===== src/sv/load_cell_adc_serial_reader_unit_defines.svh =====
// Assertion macros shared by the load cell readout RTL.
`ifndef LOAD_CELL_ADC_SERIAL_READER_UNIT_DEFINES_SVH
`define LOAD_CELL_ADC_SERIAL_READER_UNIT_DEFINES_SVH

// Same-cycle implication, checked at every rising clock edge outside reset.
`define LCAR_ASSERT_IMPLIES(name, clk, rst, ante, cons) \
   name: assert property (@(posedge clk) disable iff (rst) (ante) |-> (cons)) \
      else $error("lcar: same-cycle check failed");

// Next-cycle implication, checked at every rising clock edge outside reset.
`define LCAR_ASSERT_NEXT(name, clk, rst, ante, cons) \
   name: assert property (@(posedge clk) disable iff (rst) (ante) |=> (cons)) \
      else $error("lcar: next-cycle check failed");

`endif


===== src/sv/lcar_pkg.sv =====
`default_nettype none
package lcar_pkg;

   localparam int DATA_BITS_DEF = 24;

   localparam int HALF_W   = 16;
   localparam int GAIN_W   = 24;
   localparam int BIAS_W   = 16;
   localparam int RAW_W    = 24;
   localparam int WEIGHT_W = 31;
   localparam int FRAC_W   = 16;
   localparam int WIDE_W   = 64;

   localparam int CSR_IDX_W  = 2;
   localparam int CSR_DATA_W = 24;

   localparam logic [CSR_IDX_W-1:0] CSR_HALF_PERIOD = CSR_IDX_W'(0);
   localparam logic [CSR_IDX_W-1:0] CSR_RECIP_GAIN  = CSR_IDX_W'(1);
   localparam logic [CSR_IDX_W-1:0] CSR_BIAS        = CSR_IDX_W'(2);

   localparam logic [HALF_W-1:0] HALF_PERIOD_RST = HALF_W'(1);
   localparam logic [GAIN_W-1:0] RECIP_GAIN_RST  = GAIN_W'(145636);
   localparam logic [BIAS_W-1:0] BIAS_RST        = BIAS_W'(2510);

   localparam logic [WEIGHT_W-1:0] WEIGHT_MAX = {WEIGHT_W{1'b1}};

   // Request beat: dout, start_req, op from bit 0 up, padded to one byte.
   localparam int REQ_W       = 8;
   localparam int REQ_DOUT    = 0;
   localparam int REQ_START   = 1;
   localparam int REQ_OP      = 2;

   // Response beat: sck, busy_res, done_res, raw, weight from bit 0 up.
   localparam int RSP_PAY_W = 3 + RAW_W + WEIGHT_W;
   localparam int RSP_W     = 64;

   typedef logic [RAW_W-1:0]    raw_type;
   typedef logic [WEIGHT_W-1:0] weight_type;

   typedef struct packed {
      logic fire;
      logic tare_op;
   } finish_type;

endpackage
`default_nettype wire


===== src/sv/lcar_seq.sv =====
`default_nettype none
module lcar_seq #(
   parameter int DATA_BITS = lcar_pkg::DATA_BITS_DEF
) (
   input  wire logic                           clock,
   input  wire logic                           reset,
   input  wire logic                           step,
   input  wire logic                           dout,
   input  wire logic                           start_req,
   input  wire logic                           op,
   input  wire logic [lcar_pkg::HALF_W-1:0]    half_period,
   output logic                                sck_next,
   output logic                                busy_next,
   output lcar_pkg::finish_type                fin,
   output logic [DATA_BITS-1:0]                reading
);

   localparam int CntW = $clog2(DATA_BITS + 1);
   localparam logic [CntW-1:0] LastBit = CntW'(DATA_BITS - 1);
   localparam logic [DATA_BITS-1:0] TopBit = {1'b1, {(DATA_BITS-1){1'b0}}};

   typedef enum logic [2:0] {
      PH_IDLE, PH_WAIT, PH_HIGH, PH_LOW, PH_XHIGH, PH_XLOW
   } phase_type;

   phase_type                   phase_ff, phase_in;
   logic [CntW-1:0]             bits_ff, bits_in;
   logic [lcar_pkg::HALF_W-1:0] timer_ff, timer_in;
   logic [DATA_BITS-1:0]        shift_ff, shift_in;
   logic                        op_ff, op_in;

   logic [lcar_pkg::HALF_W-1:0] hp;
   logic [lcar_pkg::HALF_W-1:0] tick_inc;
   logic [lcar_pkg::HALF_W-1:0] timer_adv;
   logic                        half_end;

   // A zero half period behaves as one tick; the timer wraps at 16 bits.
   assign hp        = (half_period == '0) ? lcar_pkg::HALF_W'(1) : half_period;
   assign tick_inc  = timer_ff + lcar_pkg::HALF_W'(1);
   assign half_end  = (tick_inc >= hp) || (tick_inc == '0);
   assign timer_adv = half_end ? '0 : tick_inc;

   always_comb begin
      phase_in    = phase_ff;
      bits_in     = bits_ff;
      timer_in    = timer_ff;
      shift_in    = shift_ff;
      op_in       = op_ff;
      fin.fire    = 1'b0;
      fin.tare_op = op_ff;
      unique case (phase_ff)
         PH_IDLE: begin
            if (start_req) begin
               op_in    = op;
               bits_in  = '0;
               timer_in = '0;
               shift_in = '0;
               phase_in = PH_WAIT;
            end
         end
         PH_WAIT: begin
            if (!dout) begin
               timer_in = '0;
               phase_in = PH_HIGH;
            end
         end
         PH_HIGH: begin
            timer_in = timer_adv;
            if (half_end) phase_in = PH_LOW;
         end
         PH_LOW: begin
            timer_in = timer_adv;
            if (half_end) begin
               shift_in = {shift_ff[DATA_BITS-2:0], dout};
               bits_in  = bits_ff + CntW'(1);
               phase_in = (bits_ff == LastBit) ? PH_XHIGH : PH_HIGH;
            end
         end
         PH_XHIGH: begin
            timer_in = timer_adv;
            if (half_end) phase_in = PH_XLOW;
         end
         PH_XLOW: begin
            timer_in = timer_adv;
            if (half_end) begin
               fin.fire = 1'b1;
               phase_in = PH_IDLE;
            end
         end
         default: phase_in = PH_IDLE;
      endcase
   end

   assign sck_next  = (phase_in == PH_HIGH) || (phase_in == PH_XHIGH);
   assign busy_next = (phase_in != PH_IDLE);

   // The shift register holds still through the extra pulse, so the reading
   // is settled well before the readout finishes.
   assign reading = shift_ff ^ TopBit;

   always_ff @(posedge clock) begin
      if (reset) begin
         phase_ff <= PH_IDLE;
         bits_ff  <= '0;
         timer_ff <= '0;
         shift_ff <= '0;
         op_ff    <= 1'b0;
      end else if (step) begin
         phase_ff <= phase_in;
         bits_ff  <= bits_in;
         timer_ff <= timer_in;
         shift_ff <= shift_in;
         op_ff    <= op_in;
      end
   end

endmodule
`default_nettype wire


===== src/sv/lcar_scale.sv =====
`default_nettype none
module lcar_scale #(
   parameter int DATA_BITS = lcar_pkg::DATA_BITS_DEF
) (
   input  wire logic                          clock,
   input  wire logic                          reset,
   input  wire logic                          step,
   input  wire lcar_pkg::finish_type          fin,
   input  wire logic [DATA_BITS-1:0]          reading,
   input  wire logic [lcar_pkg::GAIN_W-1:0]   recip_gain,
   input  wire logic [lcar_pkg::BIAS_W-1:0]   bias,
   output lcar_pkg::raw_type                  raw_next,
   output lcar_pkg::weight_type               weight_next
);

   localparam int ProdW = DATA_BITS + lcar_pkg::GAIN_W;

   logic [DATA_BITS-1:0]       tare_ff, tare_in;
   lcar_pkg::raw_type          raw_ff;
   lcar_pkg::weight_type       weight_ff;
   logic [ProdW-1:0]           prod_ff, prod_in;
   logic                       above_ff, above_in;

   logic [DATA_BITS-1:0]       net;
   logic [ProdW-1:0]           bias_ext;
   logic [ProdW-1:0]           diff;
   logic [lcar_pkg::WIDE_W-1:0] shifted;
   lcar_pkg::weight_type       scaled;
   logic                       weigh_fire;

   // The product is formed every cycle from the settled reading; tare cannot
   // move while a readout is running. The gain arrives as it will stand after
   // this edge, so a write just before the readout ends is still seen.
   assign net      = reading - tare_ff;
   assign prod_in  = ProdW'(net) * ProdW'(recip_gain);
   assign above_in = reading > tare_ff;

   always_ff @(posedge clock) begin
      prod_ff  <= prod_in;
      above_ff <= above_in;
   end

   assign bias_ext = ProdW'(bias);
   assign diff     = prod_ff - bias_ext;
   assign shifted  = lcar_pkg::WIDE_W'(diff >> lcar_pkg::FRAC_W);

   always_comb begin
      if (prod_ff < bias_ext) begin
         scaled = '0;
      end else if (shifted > lcar_pkg::WIDE_W'(lcar_pkg::WEIGHT_MAX)) begin
         scaled = lcar_pkg::WEIGHT_MAX;
      end else begin
         scaled = lcar_pkg::weight_type'(shifted);
      end
   end

   assign weigh_fire  = fin.fire && !fin.tare_op;
   assign raw_next    = weigh_fire ? lcar_pkg::raw_type'(reading) : raw_ff;
   assign weight_next = (weigh_fire && above_ff) ? scaled : weight_ff;
   assign tare_in     = (fin.fire && fin.tare_op) ? reading : tare_ff;

   always_ff @(posedge clock) begin
      if (reset) begin
         tare_ff   <= '0;
         raw_ff    <= '0;
         weight_ff <= '0;
      end else if (step) begin
         tare_ff   <= tare_in;
         raw_ff    <= raw_next;
         weight_ff <= weight_next;
      end
   end

endmodule
`default_nettype wire


===== src/sv/load_cell_adc_serial_reader_unit.sv =====
// The response beat for a request beat is registered, valid in the cycle after it is accepted.
// One request beat per cycle, unless the response stalls; each beat is one converter link tick.
// A readout spans the start beat, one or more wait beats, and then
// 2 * half_period * (DATA_BITS + 1) beats, a zero half period counting as one.
// Reset (synchronous, active high) idles the sequencer, clears tare, raw and weight,
// empties the response register and restores the configuration defaults.
`default_nettype none
`include "load_cell_adc_serial_reader_unit_defines.svh"
module load_cell_adc_serial_reader_unit #(
   parameter int DATA_BITS = lcar_pkg::DATA_BITS_DEF
) (
   input  wire logic                              clock,
   input  wire logic                              reset,
   input  wire logic                              req_tvalid,
   output logic                                   req_tready,
   // Fields from bit 0: dout, start_req, op, then zero padding.
   input  wire logic [lcar_pkg::REQ_W-1:0]        req_tdata,
   output logic                                   rsp_tvalid,
   input  wire logic                              rsp_tready,
   // Fields from bit 0: sck, busy_res, done_res, raw[23:0], weight[30:0], then zeros.
   output logic [lcar_pkg::RSP_W-1:0]             rsp_tdata,
   input  wire logic                              csr_valid,
   output logic                                   csr_ready,
   input  wire logic [lcar_pkg::CSR_IDX_W-1:0]    csr_index,
   input  wire logic [lcar_pkg::CSR_DATA_W-1:0]   csr_data
);

   logic [lcar_pkg::HALF_W-1:0]  half_period_ff;
   logic [lcar_pkg::GAIN_W-1:0]  recip_gain_ff, recip_gain_in;
   logic [lcar_pkg::BIAS_W-1:0]  bias_ff;

   logic                         rsp_tvalid_ff;
   logic [lcar_pkg::RSP_W-1:0]   rsp_tdata_ff, rsp_tdata_in;

   logic                         step;
   logic                         sck_next;
   logic                         busy_next;
   lcar_pkg::finish_type         fin;
   logic [DATA_BITS-1:0]         reading;
   lcar_pkg::raw_type            raw_next;
   lcar_pkg::weight_type         weight_next;

   assign csr_ready = 1'b1;

   // The scaler's product register is fed the gain as it stands after this edge.
   assign recip_gain_in = (csr_valid && csr_ready && (csr_index == lcar_pkg::CSR_RECIP_GAIN))
                          ? csr_data[lcar_pkg::GAIN_W-1:0] : recip_gain_ff;

   always_ff @(posedge clock) begin
      if (reset) begin
         half_period_ff <= lcar_pkg::HALF_PERIOD_RST;
         recip_gain_ff  <= lcar_pkg::RECIP_GAIN_RST;
         bias_ff        <= lcar_pkg::BIAS_RST;
      end else if (csr_valid) begin
         unique case (csr_index)
            lcar_pkg::CSR_HALF_PERIOD: half_period_ff <= csr_data[lcar_pkg::HALF_W-1:0];
            lcar_pkg::CSR_RECIP_GAIN:  recip_gain_ff  <= recip_gain_in;
            lcar_pkg::CSR_BIAS:        bias_ff        <= csr_data[lcar_pkg::BIAS_W-1:0];
            default: ;
         endcase
      end
   end

   // The response register parts the two sides: a new beat enters when none is held
   // or when the held one leaves in the same cycle.
   assign req_tready = !rsp_tvalid_ff || rsp_tready;
   assign step       = req_tvalid && req_tready;

   lcar_seq #(
      .DATA_BITS (DATA_BITS)
   ) u_seq (
      .clock       (clock),
      .reset       (reset),
      .step        (step),
      .dout        (req_tdata[lcar_pkg::REQ_DOUT]),
      .start_req   (req_tdata[lcar_pkg::REQ_START]),
      .op          (req_tdata[lcar_pkg::REQ_OP]),
      .half_period (half_period_ff),
      .sck_next    (sck_next),
      .busy_next   (busy_next),
      .fin         (fin),
      .reading     (reading)
   );

   lcar_scale #(
      .DATA_BITS (DATA_BITS)
   ) u_scale (
      .clock       (clock),
      .reset       (reset),
      .step        (step),
      .fin         (fin),
      .reading     (reading),
      .recip_gain  (recip_gain_in),
      .bias        (bias_ff),
      .raw_next    (raw_next),
      .weight_next (weight_next)
   );

   assign rsp_tdata_in = lcar_pkg::RSP_W'({weight_next, raw_next, fin.fire, busy_next,
                                           sck_next});

   always_ff @(posedge clock) begin
      if (reset) begin
         rsp_tvalid_ff <= 1'b0;
      end else if (step) begin
         rsp_tvalid_ff <= 1'b1;
      end else if (rsp_tready) begin
         rsp_tvalid_ff <= 1'b0;
      end
   end

   always_ff @(posedge clock) begin
      if (step) rsp_tdata_ff <= rsp_tdata_in;
   end

   assign rsp_tvalid = rsp_tvalid_ff;
   assign rsp_tdata  = rsp_tdata_ff;

   // A finishing beat always returns the link to idle with the clock low.
   `LCAR_ASSERT_IMPLIES(a_done_idle, clock, reset, rsp_tvalid && rsp_tdata[2],
                        !rsp_tdata[1] && !rsp_tdata[0])
   // The serial clock is only driven during a readout.
   `LCAR_ASSERT_IMPLIES(a_sck_busy, clock, reset, rsp_tvalid && rsp_tdata[0], rsp_tdata[1])
   // An accepted request beat always leaves a response beat waiting.
   `LCAR_ASSERT_NEXT(a_step_rsp, clock, reset, step, rsp_tvalid)
   // A stalled response beat blocks the request side.
   `LCAR_ASSERT_IMPLIES(a_stall_block, clock, reset, rsp_tvalid && !rsp_tready, !req_tready)

endmodule
`default_nettype wire

===== config.mk =====
export PLATFORM = sky130hd
export DESIGN_NAME = load_cell_adc_serial_reader_unit
export DESIGN_NICKNAME = d
export VERILOG_FILES = /design/src/sv/lcar_pkg.sv /design/src/sv/lcar_seq.sv /design/src/sv/lcar_scale.sv /design/src/sv/load_cell_adc_serial_reader_unit.sv
export VERILOG_INCLUDE_DIRS = /design/src /design/src/sv
export SDC_FILE = /design/constraint.sdc
export NUM_CORES = 2
export LEC_CHECK = 0
export BUFFER_PORTS_ARGS = -buffer_cell sky130_fd_sc_hd__buf_2
export CAP_MARGIN = 20
export CORE_ASPECT_RATIO = 0.7
export CORE_UTILIZATION = 35
export CTS_CLUSTER_SIZE = 16
export DETAILED_ROUTE_END_ITERATION = 16
export SKIP_LAST_GASP = 1
export SYNTH_ARGS = -nofsm -noshare
export SYNTH_HDL_FRONTEND = slang
export SYNTH_SLANG_ARGS = --single-unit

===== constraint.sdc =====
create_clock -name clock -period 12.75 [get_ports clock]
set_clock_uncertainty 0.2 [all_clocks]
set_input_delay 2.55 -clock clock [delete_from_list [all_inputs] [get_ports clock]]
set_output_delay 2.55 -clock clock [all_outputs]
set_load 0.01 [all_outputs]

==> impl_metrics.tcl <==
set metrics [dict create \
    grt_start_max_net_pins 77 \
    synth_cell_types 77 \
    setup-tns-final_ns 0 \
    dpl.hpwl_um 73440 \
    routed_wl_um 93480 \
    yosysWarnings 0 \
    via_count 24576 \
    worst_pin_slew_ns 1.227 \
    grt-ovfl-total 0 \
    hold_start "bias_ff[4]$_SDFFE_PP0P_" \
    report.power.total_uw 2244 \
    path_max_fanout 25 \
    relSlewSlack 0.1690 \
    whs_ns 0.2568 \
    drive_above_1_share 0.09482 \
    yosys-top-cells-count "inv_1 (610), fa_1 (483), nor2_1 (444), nand2_1 (358), dfxtp_1 (234)" \
    intPower_uw 1650 \
    power.share.combinational 0.099 \
    p_leak_uw 0.01709 \
    p_per_area_nw_per_um2 63.35 \
    cp-start-kind "flop" \
    start_util 0.3543 \
    min-delay-path-class "flop to flop" \
    instances_no_fill 4830 \
    synth_area_leaders "fa_1 (30%), dfxtp_1 (15%), ha_1 (9.0%), inv_1 (7.2%), edfxtp_1 (5.4%)" \
    route.detailed.drc 0 \
    setup_violations 0 \
    root_buffer "clkbuf_16" \
    cts_resized 0 \
    ant_nets 0 \
    reg2reg_depth 36 \
    slew_viol_final 0 \
    status "finished, final reports clean" \
    timing.final.crit_share 0.8932 \
    arrival_ns 11.67 \
    area_growth_pct 10.76 \
    grt_pass1_wl_um 144600 \
    slowest_stage "fa_1" \
    nets 4333 \
    synth_edf_count 58 \
    antenna_found_initial 3 \
    rr_endpoint "u_scale.prod_ff[46]$_DFF_P_" \
    synth_seq_area_share 0.2010 \
    insertion_delay_ns 0.57 \
    viasPerCell 5.088 \
    yosys_most_used_dff "dfxtp_1" \
    seq_power_share 0.434 \
    grt_usage 0.2046 \
    postPlaceCellArea_um2 34140 \
    crit_top_cell "fa_1" \
    path_clk_slew_ns 0.06 \
    synthArstFlopShare 0 \
    final_area_um2 35410 \
    grt_pass1_vias 23915 \
    die_area_um2 92580 \
    dieWidth_um 363.2 \
    cap_violations 0 \
    p_sw_uw 593.8 \
    ir_drop_mv 0.07089 \
    cts_buffers 35 \
    hold_viol 0 \
    cts_tree "done" \
    end_kind "flop" \
    cts_max_level 2 \
    whs_endpoint "bias_ff[4]$_SDFFE_PP0P_" \
    fp.coreArea_um2 90250 \
    dr.first_iter.drc_count 2296 \
    cts_setup_buffers 0 \
    place_inst 4760 \
    port-buffer-count 93 \
    r2r_slack_ns 1.36 \
    place_congestion 0.9534 \
    syn-cell-area_um2 31970 \
    p_clk_frac 0.467 \
    syn_inst 3514 \
    clockBufferDepth 3 \
    required_ns 13.04 \
    yosys.area.top_type "fa_1" \
    p_sw_frac 0.2647 \
    fmax_ghz 0.08781 \
    postSynthRegisterBits 292 \
    hold_path_depth 2 \
    rsz0062_at_grt "false" \
    io_pins 106 \
    wl_per_cell_um 19.35 \
    die_h_um 254.9 \
    path_class "flop to flop" \
    rows 92 \
    avgSynthCellArea_um2 9.098 \
    fin_crit_ns 11.39 \
    clock_sinks 292 \
    postCtsHoldBufs 0 \
    dr.pass1.iters 5 \
    synth.most_common_cell "inv_1" \
    max_stage_delay_ns 0.62 \
    reg2reg_from "u_seq.shift_ff[0]$_SDFFE_PP0P_" \
    netlist.area_leader.share 0.3024 \
]
[metrics by stage]
step / setup slack, ns / utilization
final: 1.362 / 0.3924
after CTS: 1.519 / 0.3917
after global placement: 1.082 / 0.3778
after global routing: 0.8687 / 0.3924
after detailed placement: 1.080 / 0.3783
after floorplan: 2.050 / -
[final cells by class]
class	instances	area (um2)
fillers	9113	54830
multi-input cells	2444	22660
flip-flops and latches	292	6426
inverters	611	2293
well taps	1222	1529
repair buffers	196	1287
clock buffers	43	945.9
clock inverters	21	265.3
diodes	1	2.502
[cell usage in the layout (no fill, tap or decap), drive strengths merged, types with 36 or more instances in the layout]
cell    instances
a21oi         102
o21ai          55
a21o           48
dfxtp         234
inv           614
nor2          445
buf           194
mux2           46
xnor2          73
a22o           57
edfxtp         58
fa            483
nor3           36
nand3          37
clkbuf         45
ha            231
mux2i          96
nand2         358
[cells by family after synthesis]
family	after synthesis	share of synthesized area
muxes	142	0.04626
adders and majority gates	714	0.3928
buffers and inverters	783	0.09365
DFF	292	0.2010
and+or+nand+nor	1048	0.1428
other	2	0.0002349
xor gates and xnor gates	107	0.02931
AOI/OAI and AO/OA	426	0.09392
[power by group through the flow]
stage          Clock (uW)  Sequential (uW)  Combinational (uW)
2_1_floorplan           0              995                 129
3_3_place_gp            0              993                 217
3_5_place_dp            0              993                 220
4_1_cts              1070              973                 221
5_1_grt              1110              975                 243
6_report             1050              973                 223
[worst max-delay path by stage]
stage	startpoint	end	slack, ns	cells past startpoint
after detailed placement	csr_index[0]	u_scale.prod_ff[46]$_DFF_P_	1.08	27
after global routing	u_seq.shift_ff[0]$_SDFFE_PP0P_	u_scale.prod_ff[46]$_DFF_P_	0.87	36
after CTS	u_seq.shift_ff[0]$_SDFFE_PP0P_	u_scale.prod_ff[46]$_DFF_P_	1.52	36
final	u_seq.shift_ff[0]$_SDFFE_PP0P_	u_scale.prod_ff[46]$_DFF_P_	1.36	36
after global placement	csr_index[0]	u_scale.prod_ff[46]$_DFF_P_	1.08	28
after floorplan	csr_index[1]	u_scale.prod_ff[46]$_DFF_P_	2.05	28
[critical path, delay by kind of cell (launching register included)]
kind | cells | cell delay [ns]
fa+ha+maj | 10 | 4.73
compound gates | 15 | 4.44
simple gates | 4 | 0.77
buf+inv | 6 | 0.65
flops | 1 | 0.35
xor+xnor | 1 | 0.15
[routing by layer]
layer  vias up  share of wire  global-route usage
li1      11325              -                   -
met1     12114           0.47              0.3082
met3       124           0.10             0.05160
met4         6          0.026             0.05497
met5         -         0.0011                   0
met2      1007           0.40              0.2864
[flip-flops by register name (all words and copies together), names as in the netlist, 16 cells and up]
signal	cells
recip_gain_ff	24
u_seq.shift_ff	24
u_scale.tare_ff	24
half_period_ff	16
u_scale.prod_ff	48
u_scale.weight_ff	31
rsp_tdata	58
u_seq.timer_ff	16
u_scale.raw_ff	24
bias_ff	16
Note: power is estimated with default switching activity, not from simulation.
